$ cat src/hw/rtl/bcd_pkg.sv
// shared types and constants of the button click, double click and long press classifier
package bcd_pkg;

	typedef logic [1:0] act_t;

	localparam act_t ACT_CLICK  = 2'd0;
	localparam act_t ACT_DOUBLE = 2'd1;
	localparam act_t ACT_LONG   = 2'd2;

	typedef logic [1:0] reg_idx_t;

	localparam reg_idx_t REG_DEBOUNCE = 2'd0;
	localparam reg_idx_t REG_LONG     = 2'd1;
	localparam reg_idx_t REG_GAP      = 2'd2;

	localparam int PADDR_W = 4;
	localparam int PDATA_W = 32;

	localparam logic [15:0] DEBOUNCE_RST = 16'd30;
	localparam logic [15:0] LONG_RST     = 16'd800;
	localparam logic [15:0] GAP_RST      = 16'd300;

	typedef struct packed {
		logic [15:0] debounce_ms;
		logic [15:0] long_press_ms;
		logic [15:0] double_gap_ms;
	} cfg_t;

	typedef struct packed {
		logic have;
		act_t act;
	} ev_t;

endpackage

$ cat src/hw/rtl/bcd_button.sv
// per-button debounce and click, double click and long press state
module bcd_button import bcd_pkg::*; (
	input  logic        clk,
	input  logic        arst_n,
	input  logic        en,
	input  logic        raw_pressed,
	input  logic [31:0] now_ms,
	input  cfg_t        cfg,
	output ev_t         ev
);

	logic        pressed_q;
	logic        long_q;
	logic        pending_q;
	logic        armed_q;
	logic [31:0] edge_time_q;
	logic [31:0] rel_time_q;

	logic        pressed_d;
	logic        long_d;
	logic        pending_d;
	logic        armed_d;
	logic [31:0] edge_time_d;
	logic [31:0] rel_time_d;

	logic [31:0] edge_el;
	logic [31:0] rel_el;
	logic [31:0] hold_el;
	logic [31:0] wait_el;
	logic        take_edge;
	logic        new_rel;

	assign edge_el   = now_ms - edge_time_q;
	assign rel_el    = now_ms - rel_time_q;
	assign take_edge = (raw_pressed != pressed_q) && (edge_el >= {16'b0, cfg.debounce_ms});

	always_comb begin
		pressed_d   = pressed_q;
		long_d      = long_q;
		pending_d   = pending_q;
		armed_d     = armed_q;
		edge_time_d = edge_time_q;
		rel_time_d  = rel_time_q;
		new_rel     = 1'b0;
		ev.have     = 1'b0;
		ev.act      = ACT_CLICK;
		if (take_edge) begin
			pressed_d   = raw_pressed;
			edge_time_d = now_ms;
			if (raw_pressed) begin
				long_d = 1'b0;
				if (pending_q && (rel_el <= {16'b0, cfg.double_gap_ms})) begin
					pending_d = 1'b0;
					armed_d   = 1'b1;
				end
			end else if (long_q) begin
				pending_d = 1'b0;
				armed_d   = 1'b0;
			end else if (armed_q) begin
				armed_d = 1'b0;
				ev.have = 1'b1;
				ev.act  = ACT_DOUBLE;
			end else begin
				pending_d  = 1'b1;
				rel_time_d = now_ms;
				new_rel    = 1'b1;
			end
		end
		hold_el = take_edge ? 32'd0 : edge_el;
		wait_el = new_rel ? 32'd0 : rel_el;
		if (!ev.have && pressed_d && !long_d && (hold_el >= {16'b0, cfg.long_press_ms})) begin
			long_d    = 1'b1;
			pending_d = 1'b0;
			armed_d   = 1'b0;
			ev.have   = 1'b1;
			ev.act    = ACT_LONG;
		end
		if (!ev.have && !pressed_d && pending_d && (wait_el > {16'b0, cfg.double_gap_ms})) begin
			pending_d = 1'b0;
			ev.have   = 1'b1;
			ev.act    = ACT_CLICK;
		end
	end

	always_ff @(posedge clk or negedge arst_n) begin
		if (!arst_n) begin
			pressed_q   <= 1'b0;
			long_q      <= 1'b0;
			pending_q   <= 1'b0;
			armed_q     <= 1'b0;
			edge_time_q <= 32'd0;
			rel_time_q  <= 32'd0;
		end else if (en) begin
			pressed_q   <= pressed_d;
			long_q      <= long_d;
			pending_q   <= pending_d;
			armed_q     <= armed_d;
			edge_time_q <= edge_time_d;
			rel_time_q  <= rel_time_d;
		end
	end

endmodule

$ cat src/hw/rtl/button_click_double_long_classifier.sv
// top level of the button click, double click and long press classifier
// path: the first event of a poll goes from the input register through the event buffer to the output register
// throughput: one poll per cycle while polls give no event; a poll with events holds the event
// buffer until its last event is loaded, since the output register sends one event per cycle while m_tready is high
// reset: all per-button state cleared, registers back to 30, 800 and 300 ms
module button_click_double_long_classifier import bcd_pkg::*; #(
	parameter  int BUTTON_COUNT = 2,
	localparam int IDX_W = (BUTTON_COUNT > 1) ? $clog2(BUTTON_COUNT) : 1,
	localparam int IN_W  = ((BUTTON_COUNT + 32 + 7) / 8) * 8,
	localparam int OUT_W = ((IDX_W + 2 + 7) / 8) * 8
) (
	input  logic               clk,
	input  logic               arst_n,
	input  logic               s_tvalid,
	output logic               s_tready,
	input  logic [IN_W-1:0]    s_tdata,   // pin_levels, now_ms
	output logic               m_tvalid,
	input  logic               m_tready,
	output logic [OUT_W-1:0]   m_tdata,   // button_index, action
	output logic               m_tlast,
	input  logic               psel,
	input  logic               penable,
	input  logic               pwrite,
	input  logic [PADDR_W-1:0] paddr,
	input  logic [PDATA_W-1:0] pwdata,
	output logic [PDATA_W-1:0] prdata,
	output logic               pready
);

	cfg_t                    cfg_q;
	reg_idx_t                reg_idx;

	logic                    valid_s1;
	logic [BUTTON_COUNT-1:0] levels_s1;
	logic [31:0]             now_s1;

	ev_t                     ev     [BUTTON_COUNT];
	logic [BUTTON_COUNT-1:0] ev_mask_q;
	act_t                    ev_act_q [BUTTON_COUNT];

	logic                    out_valid_q;
	logic [IDX_W-1:0]        out_idx_q;
	act_t                    out_act_q;
	logic                    out_last_q;

	logic                    load_out;
	logic [IDX_W-1:0]        pick;
	logic [BUTTON_COUNT-1:0] rest_mask;
	logic                    buf_free;
	logic                    advance;

	// configuration port
	assign pready  = 1'b1;
	assign reg_idx = paddr[3:2];

	always_comb begin
		unique case (reg_idx)
			REG_DEBOUNCE: prdata = {16'b0, cfg_q.debounce_ms};
			REG_LONG:     prdata = {16'b0, cfg_q.long_press_ms};
			REG_GAP:      prdata = {16'b0, cfg_q.double_gap_ms};
			default:      prdata = '0;
		endcase
	end

	always_ff @(posedge clk or negedge arst_n) begin
		if (!arst_n) begin
			cfg_q.debounce_ms   <= DEBOUNCE_RST;
			cfg_q.long_press_ms <= LONG_RST;
			cfg_q.double_gap_ms <= GAP_RST;
		end else if (psel && penable && pwrite && pready) begin
			unique case (reg_idx)
				REG_DEBOUNCE: cfg_q.debounce_ms   <= pwdata[15:0];
				REG_LONG:     cfg_q.long_press_ms <= pwdata[15:0];
				REG_GAP:      cfg_q.double_gap_ms <= pwdata[15:0];
				default:      ;
			endcase
		end
	end

	// event buffer pop, lowest button first
	always_comb begin
		pick = '0;
		for (int i = BUTTON_COUNT - 1; i >= 0; i--) begin
			if (ev_mask_q[i]) begin
				pick = IDX_W'(i);
			end
		end
	end

	assign load_out  = (ev_mask_q != '0) && (!out_valid_q || m_tready);
	assign rest_mask = ev_mask_q & ~(BUTTON_COUNT'(1) << pick);
	assign buf_free  = load_out ? (rest_mask == '0) : (ev_mask_q == '0);
	assign advance   = valid_s1 && buf_free;
	assign s_tready  = !valid_s1 || advance;

	// input register
	always_ff @(posedge clk or negedge arst_n) begin
		if (!arst_n) begin
			valid_s1 <= 1'b0;
		end else if (s_tready) begin
			valid_s1 <= s_tvalid;
		end
	end

	always_ff @(posedge clk) begin
		if (s_tvalid && s_tready) begin
			levels_s1 <= s_tdata[BUTTON_COUNT-1:0];
			now_s1    <= s_tdata[BUTTON_COUNT+31:BUTTON_COUNT];
		end
	end

	for (genvar b = 0; b < BUTTON_COUNT; b++) begin : g_btn
		bcd_button u_btn (
			.clk         (clk),
			.arst_n      (arst_n),
			.en          (advance),
			.raw_pressed (!levels_s1[b]),
			.now_ms      (now_s1),
			.cfg         (cfg_q),
			.ev          (ev[b])
		);
	end

	// event buffer
	always_ff @(posedge clk or negedge arst_n) begin
		if (!arst_n) begin
			ev_mask_q <= '0;
		end else if (advance) begin
			for (int i = 0; i < BUTTON_COUNT; i++) begin
				ev_mask_q[i] <= ev[i].have;
			end
		end else if (load_out) begin
			ev_mask_q <= rest_mask;
		end
	end

	always_ff @(posedge clk) begin
		if (advance) begin
			for (int i = 0; i < BUTTON_COUNT; i++) begin
				ev_act_q[i] <= ev[i].act;
			end
		end
	end

	// output register
	always_ff @(posedge clk or negedge arst_n) begin
		if (!arst_n) begin
			out_valid_q <= 1'b0;
		end else if (load_out) begin
			out_valid_q <= 1'b1;
		end else if (m_tready) begin
			out_valid_q <= 1'b0;
		end
	end

	always_ff @(posedge clk) begin
		if (load_out) begin
			out_idx_q  <= pick;
			out_act_q  <= ev_act_q[pick];
			out_last_q <= (rest_mask == '0);
		end
	end

	assign m_tvalid = out_valid_q;
	assign m_tdata  = OUT_W'({out_act_q, out_idx_q});
	assign m_tlast  = out_last_q;

endmodule

$ cat config.mk
export PLATFORM = sky130hd
export DESIGN_NAME = button_click_double_long_classifier
export DESIGN_NICKNAME = d
export VERILOG_FILES = /design/src/hw/rtl/bcd_pkg.sv /design/src/hw/rtl/bcd_button.sv /design/src/hw/rtl/button_click_double_long_classifier.sv
export SDC_FILE = /design/constraint.sdc
export NUM_CORES = 1
export LEC_CHECK = 0
export BUFFER_PORTS_ARGS = -buffer_cell sky130_fd_sc_hd__buf_2
export CAP_MARGIN = 20
export CORE_ASPECT_RATIO = 0.75
export CORE_MARGIN = 1
export CORE_UTILIZATION = 40
export DETAILED_ROUTE_END_ITERATION = 6
export PLACE_DENSITY_LB_ADDON = 0.3
export SLEW_MARGIN = 20
export SYNTH_ARGS = -nofsm -noshare
export SYNTH_HDL_FRONTEND = slang
export SYNTH_HIERARCHICAL = 1
export SYNTH_SLANG_ARGS = --single-unit
$ cat constraint.sdc
create_clock -name clk -period 9 [get_ports clk]
set_input_delay 1.8 -clock clk [delete_from_list [all_inputs] [get_ports clk]]
set_output_delay 1.8 -clock clk [all_outputs]
set_load 0.02 [all_outputs]
After elaboration in Yosys (flattened, before gate mapping):

Memories as Yosys holds them, arrays and structs flattened. A register that Yosys moved wholly into a read port is not among the register bits.
Cells that the tools add are included.
Widths: inputs -> output; s select.

* word-level logic and storage cells: 164
* bits in registers: 224
* memories kept: 1
* output and inout port bits: 44
* input bits: 83
* bits in writable memories: 4

* add/sub/neg operators: 4
* shift operators: 1
* bitwise logic cells: 6
* eq/ne operators: 4
* multiplexer cells: 64
* reduce and logical (&&, ||, !) cells: 54
* $lt $le $gt $ge: 8

Memories
* ev_act_q: depth 2, width 2, read ports 1, clocked after memory_dff 1, write ports 2, RTL line button_click_double_long_classifier.sv:39 `act_t ev_act_q [BUTTON_COUNT];`

Operator list (number)
* $ge 32x16->1: 4
* $mux 32: 4
* $sub 32x32->32: 4
* $gt 32x16->1: 2
* $le 32x16->1: 2
* $pmux 16 s3: 1
* $mux 1: 45
* $mux 3: 12
* $logic_and 1x1->1: 21
* $logic_not 1->1: 12
* $reduce_and 2->1: 5
* $reduce_and 5->1: 2
* $reduce_bool 2->1: 5
* $logic_not 2->1: 3
* $reduce_and 3->1: 2
* $reduce_bool 3->1: 2
* $mux 2: 2
* $not 1->1: 4
* $and 2x2->2: 1
* $eq 2x1->1 const B: 1
* $eq 2x2->1 const B: 1
* $logic_or 1x1->1: 2
* $ne 1x1->1: 2
* $not 2->2: 1
* $shl 1x1->2 const A: 1

Longest topological paths before layout:

* depth after elaboration: 15
* depth in mapped cells: 36
* depth with buffers taken out: 35

Modules after synthesis:

Netlist, hierarchy kept.

By module, submodules not included
* bcd_button (g_btn[0].u_btn): cells an instance 1078, times used 1, area an instance 8826.0 um^2, seq. area each 1701.6 um^2
* bcd_button (g_btn[1].u_btn): cells an instance 1067, times used 1, area an instance 8694.6 um^2, seq. area each 1701.6 um^2
* button_click_double_long_classifier: cells an instance 252, times used 1, area an instance 3910.0 um^2, seq. area each 2576.2 um^2

Worst setup path before layout:

No wires, ideal clock.

* kind: reg2reg
* start point: register now_s1[1]
* end point: register ev_mask_q[0]
* setup slack: 1669 ps
* setup time: 122 ps
* required time: 8878 ps
* data arrival time: 7209 ps
* path buffers: 1
* stages on the path, launching flop included: 36
* period minus slack after synthesis: 7331 ps
* cell sequence: edfxtp_1 ha_1 nor2b_1 o2111ai_1 and2_1 nor2b_1 o21ai_0 nand2b_1 a21o_1 a21oi_1 xnor2_1 ha_1 nand4_1 nor2_1 a21oi_1 nand2_1 or4_1 a2111oi_2 nand4_2 nor3_4 nor2_2 clkbuf_1 or2_1 ha_1 nand2b_1 a21o_1 a21o_1 a21oi_1 o21ai_0 a21o_1 and4bb_1 or4b_1 a21oi_2 nand2_1 a311o_1 a32o_1

RTL lines
* start: declaration: RTL line button_click_double_long_classifier.sv:35 `logic [31:0] now_s1;`
* start signal: assignment: RTL line button_click_double_long_classifier.sv:108 `now_s1 <= s_tdata[BUTTON_COUNT+31:BUTTON_COUNT];`
* end signal: indexed assignment: RTL line button_click_double_long_classifier.sv:130 `ev_mask_q[i] <= ev[i].have;`
* end signal: assignment: RTL line button_click_double_long_classifier.sv:133 `ev_mask_q <= rest_mask;`
* end: declaration: RTL line button_click_double_long_classifier.sv:38 `logic [BUTTON_COUNT-1:0] ev_mask_q;`

==> out/results.tsv <==
stage	metric	value	unit
synth	post-synthesis sequential area ratio	27.9	%
clock_tree	hold_buf cts	0	
clock_tree	CTS root buf	clkbuf_16	
sta	Slew @ Worst Pin	1.00	ns
finish	post-layout util	44.5	%
synth	library cells used by synthesis	116	
synth	Mapped Cells	2397	
global_routing	first-pass GRT wire length	100000	µm
setup_path	CP Max Fanout	17	
setup_path	Critical Path AT	8.90	ns
clock_tree	CTS Buffer Depth	3	
setup_path	max incr delay on CP	0.54	ns
status	outcome	finished with violations	
detailed_routing	WL final	63800	µm
placement	GP Congestion	0.913	
sta	fmax	118	MHz
sta	Final Cycle Share	93.8	%
synth	Synth area leader	dfrtp_1	
finish	ANT cells	0	
die	Die Width	269	µm
clock_tree	CTS H-tree depth	1	
global_routing	grt total ovfl	0	
synth	mapped cell area	21400	µm²
sta	setup violators final	0	
synth	Post-synth EDFFs	42	
clock_tree	cts repair resizes	0	
die	Core Area	53000	µm²
die	area of the die	54500	µm²
finish	P&R area growth vs syn	9.94	%
clock_tree	clock-pin slew of the registers on the worst-case setup and hold paths	0.06	ns
placement	Buffers on Ports	80	
detailed_routing	1st-iter DRT viols	1507	
clock_tree	postcts setup bufs	0	
finish	final std cell area, no fill	23600	µm²
synth	Avg Cell Area, Syn	8.94	µm²
global_routing	initial antenna violation count	6	
die	Rows	73	
synth	synth warn	6	
clock_tree	clk_lat worst skew	0.60	ns
clock_tree	TritonCTS Buffers	29	
global_routing	vias in the first global route	17900	
synth	asr flop ratio synth	81.7	%
setup_path	Slowest-stage cell, CP	edfxtp_1	
die	die height	202	µm
sta	Rel. slew slack	33.1	%
detailed_routing	vias per cell	5.78	
pwr	highest ir drop seen on vdd	0.000178	V
worst_hold_path	hold crit path type	reg -> reg	
detailed_routing	DR WL/cell	20.0	µm
finish	layout cells sized above 1	14.0	%
sta	clk_skew	0.0390	ns
sta	Final min period	8.44	ns
setup_path	required time of the worst setup path	9.45	ns
detailed_routing	via count	18400	
detailed_routing	first-pass iteration count of the detailed router	7	
pwr	P_leak	10.9	nW
setup_path	crit path kind	reg -> reg	
sta	Fin. Hold Viols	0	
status	violations in the final reports	DRC	
clock_tree	CTS tree	built	
job	max_cap viols	0	
placement	DP Wirelength	51700	µm
sta	setup TNS	0	ns
detailed_routing	post-route ant nets	0	
global_routing	All-Layer GR Usage	23.1	%
synth	synth top area cells	dfrtp_1 (21%), ha_1 (15%), edfxtp_1 (5.9%)	
setup_path	Setup crit end kind	register	
die	starting density of the core	40.5	%
global_routing	largest net degree at the start of global routing	68	
synth	Post-synth top flop	dfrtp_1	
sta	Slew Limit Fails	0	
synth	Synth Register Bits	230	
setup_path	critical path launch point type	register	
synth	Synth top area share	20.7	%
placement	placed cell area	22500	µm²
sta	unrepaired setup endpoints after global routing	no	
pwr	Power Density	412	nW/µm²
die	Top Ports	127	
detailed_routing	Residual DRC	3	
finish	fin nets	2796	
clock_tree	clk sinks	230	
setup_path	most used cell, CP	a21o_1	
## cell usage in the layout, fill, tap and decap left out, types with 10 or more instances in the layout
master     Yosys  layout
a211o_1       11      11
a211oi_1      22      22
a21o_1        87      87
a21oi_1      173     173
a31oi_1       18      18
and2_1        13      13
and3_1        17      17
buf_2         25      79
buf_4         34      29
clkbuf_16      0      34
conb_1         2      22
dfrtp_1      177     177
dfstp_2       11      11
edfxtp_1      42      42
ha_1         252     252
inv_1        253     253
mux2_1        63      63
mux2_2       109     109
mux2_4        10      10
mux2i_1       27      27
nand2_1      166     166
nand2b_1      14      14
nand3_1       38      38
nand4_1       61      61
nor2_1       114     114
nor2b_1       83      83
nor3_1        34      34
nor4_1        14      14
o2111ai_1     11      11
o211ai_1      18      18
o21a_1        34      34
o21ai_0      118     118
o21bai_1      12      12
or3_1         13      13
xnor2_1       50      50
xor2_1        30      30
## metal layers
layer	vias up	wire length (µm)	GRT usage, %	share of wire (%)
li1	8799	-	-	-
met1	9032	31700	34.6	50
met2	517	26900	35.2	42
met3	88	3580	2.66	5.6
met4	0	1550	5.50	2.4
met5	-	0	0	0
## cell type report
type                       count  area (µm²)
fill                        5158       29400
multi-input combinational   1834       14000
sequential                   230        5980
clock buffer                  47         970
inverter                     253         950
tap                          712         891
timing repair buffer         109         627
clock inverter                 7         134
## synth_stat cells, types with 22 or more instances
cell type,instances
xnor2_1,50
buf_4,34
xor2_1,30
mux2_2,109
a211oi_1,22
a21oi_1,173
nor2_1,114
nand3_1,38
buf_2,25
ha_1,252
edfxtp_1,42
a21o_1,87
clkbuf_1,33
inv_1,253
o21ai_0,118
dfrtp_1,177
nor3_1,34
nand2_1,166
nor2b_1,83
nand4_1,61
mux2i_1,27
mux2_1,63
o21a_1,34
## registers in the layout, indices dropped and copies added, names as in the netlist, 2 cells and up
name	count
cfg_q	48
ev_act_q	4
ev_mask_q	2
g_btn.u_btn/armed_q	2
g_btn.u_btn/edge_time_q	64
g_btn.u_btn/long_q	2
g_btn.u_btn/pending_q	2
g_btn.u_btn/pressed_q	2
g_btn.u_btn/rel_time_q	64
levels_s1	2
now_s1	32
out_act_q	2
## report_power, final
part | switching (mW) | total (mW) | internal [mW] | leakage [nW]
registers | 0.311 | 1.77 | 1.46 | 2.66
logic | 3.83 | 6.62 | 2.79 | 7.67
clock network | 0.490 | 1.32 | 0.826 | 0.542
total | 4.63 | 9.71 | 5.08 | 10.9
## critical path, delay by kind of cell, from the launching register on
| kind | cells | cell delay (ns) |
|---|---|---|
| buf+inv | 1 | 0.24 |
| simple gates | 14 | 3.03 |
| compound gates | 15 | 3.28 |
| xor+xnor | 1 | 0.17 |
| fa+ha+maj | 3 | 0.99 |
| flops | 1 | 0.54 |
## through the flow
stage / power, mW / worst slack, ns / instances / hold WS (ns)
after detailed placement: 8.30 / 0.751 / 3138 / 0.481
after floorplan: 6.71 / 1.67 / 2417 / 0.464
after global routing: 10.6 / 0.0776 / 3192 / 0.502
after CTS: 9.68 / 0.686 / 3192 / 0.494
final: 9.71 / 0.556 / 3192 / 0.485
after global placement: 8.14 / 0.784 / 3138 / 0.473
## kinds of logic after synthesis
group	after synthesis	synth area share, %
xor+xnor	80	3.27
mux	209	11.0
simple gates	633	15.6
buf+inv	353	7.12
compound gates	633	19.9
fa+ha+maj	257	15.1
flops	230	27.9
other cells	2	0.0350
## final timing paths
check | start | to | slack, ns | cells past startpoint
min reg2reg | g_btn[0].u_btn/rel_time_q[8] | g_btn[0].u_btn/rel_time_q[8] | 0.49 | 1
max in group asynchronous | arst_n | g_btn[1].u_btn/edge_time_q[17] | 6.51 | 2
max | now_s1[4] | ev_mask_q[0] | 0.56 | 34
max reg2reg | now_s1[4] | ev_mask_q[0] | 0.56 | 34
min | g_btn[0].u_btn/rel_time_q[8] | g_btn[0].u_btn/rel_time_q[8] | 0.49 | 1
min in group asynchronous | arst_n | m_tvalid | 1.18 | 1
No activity file was read; power rests on OpenSTA's default activity.
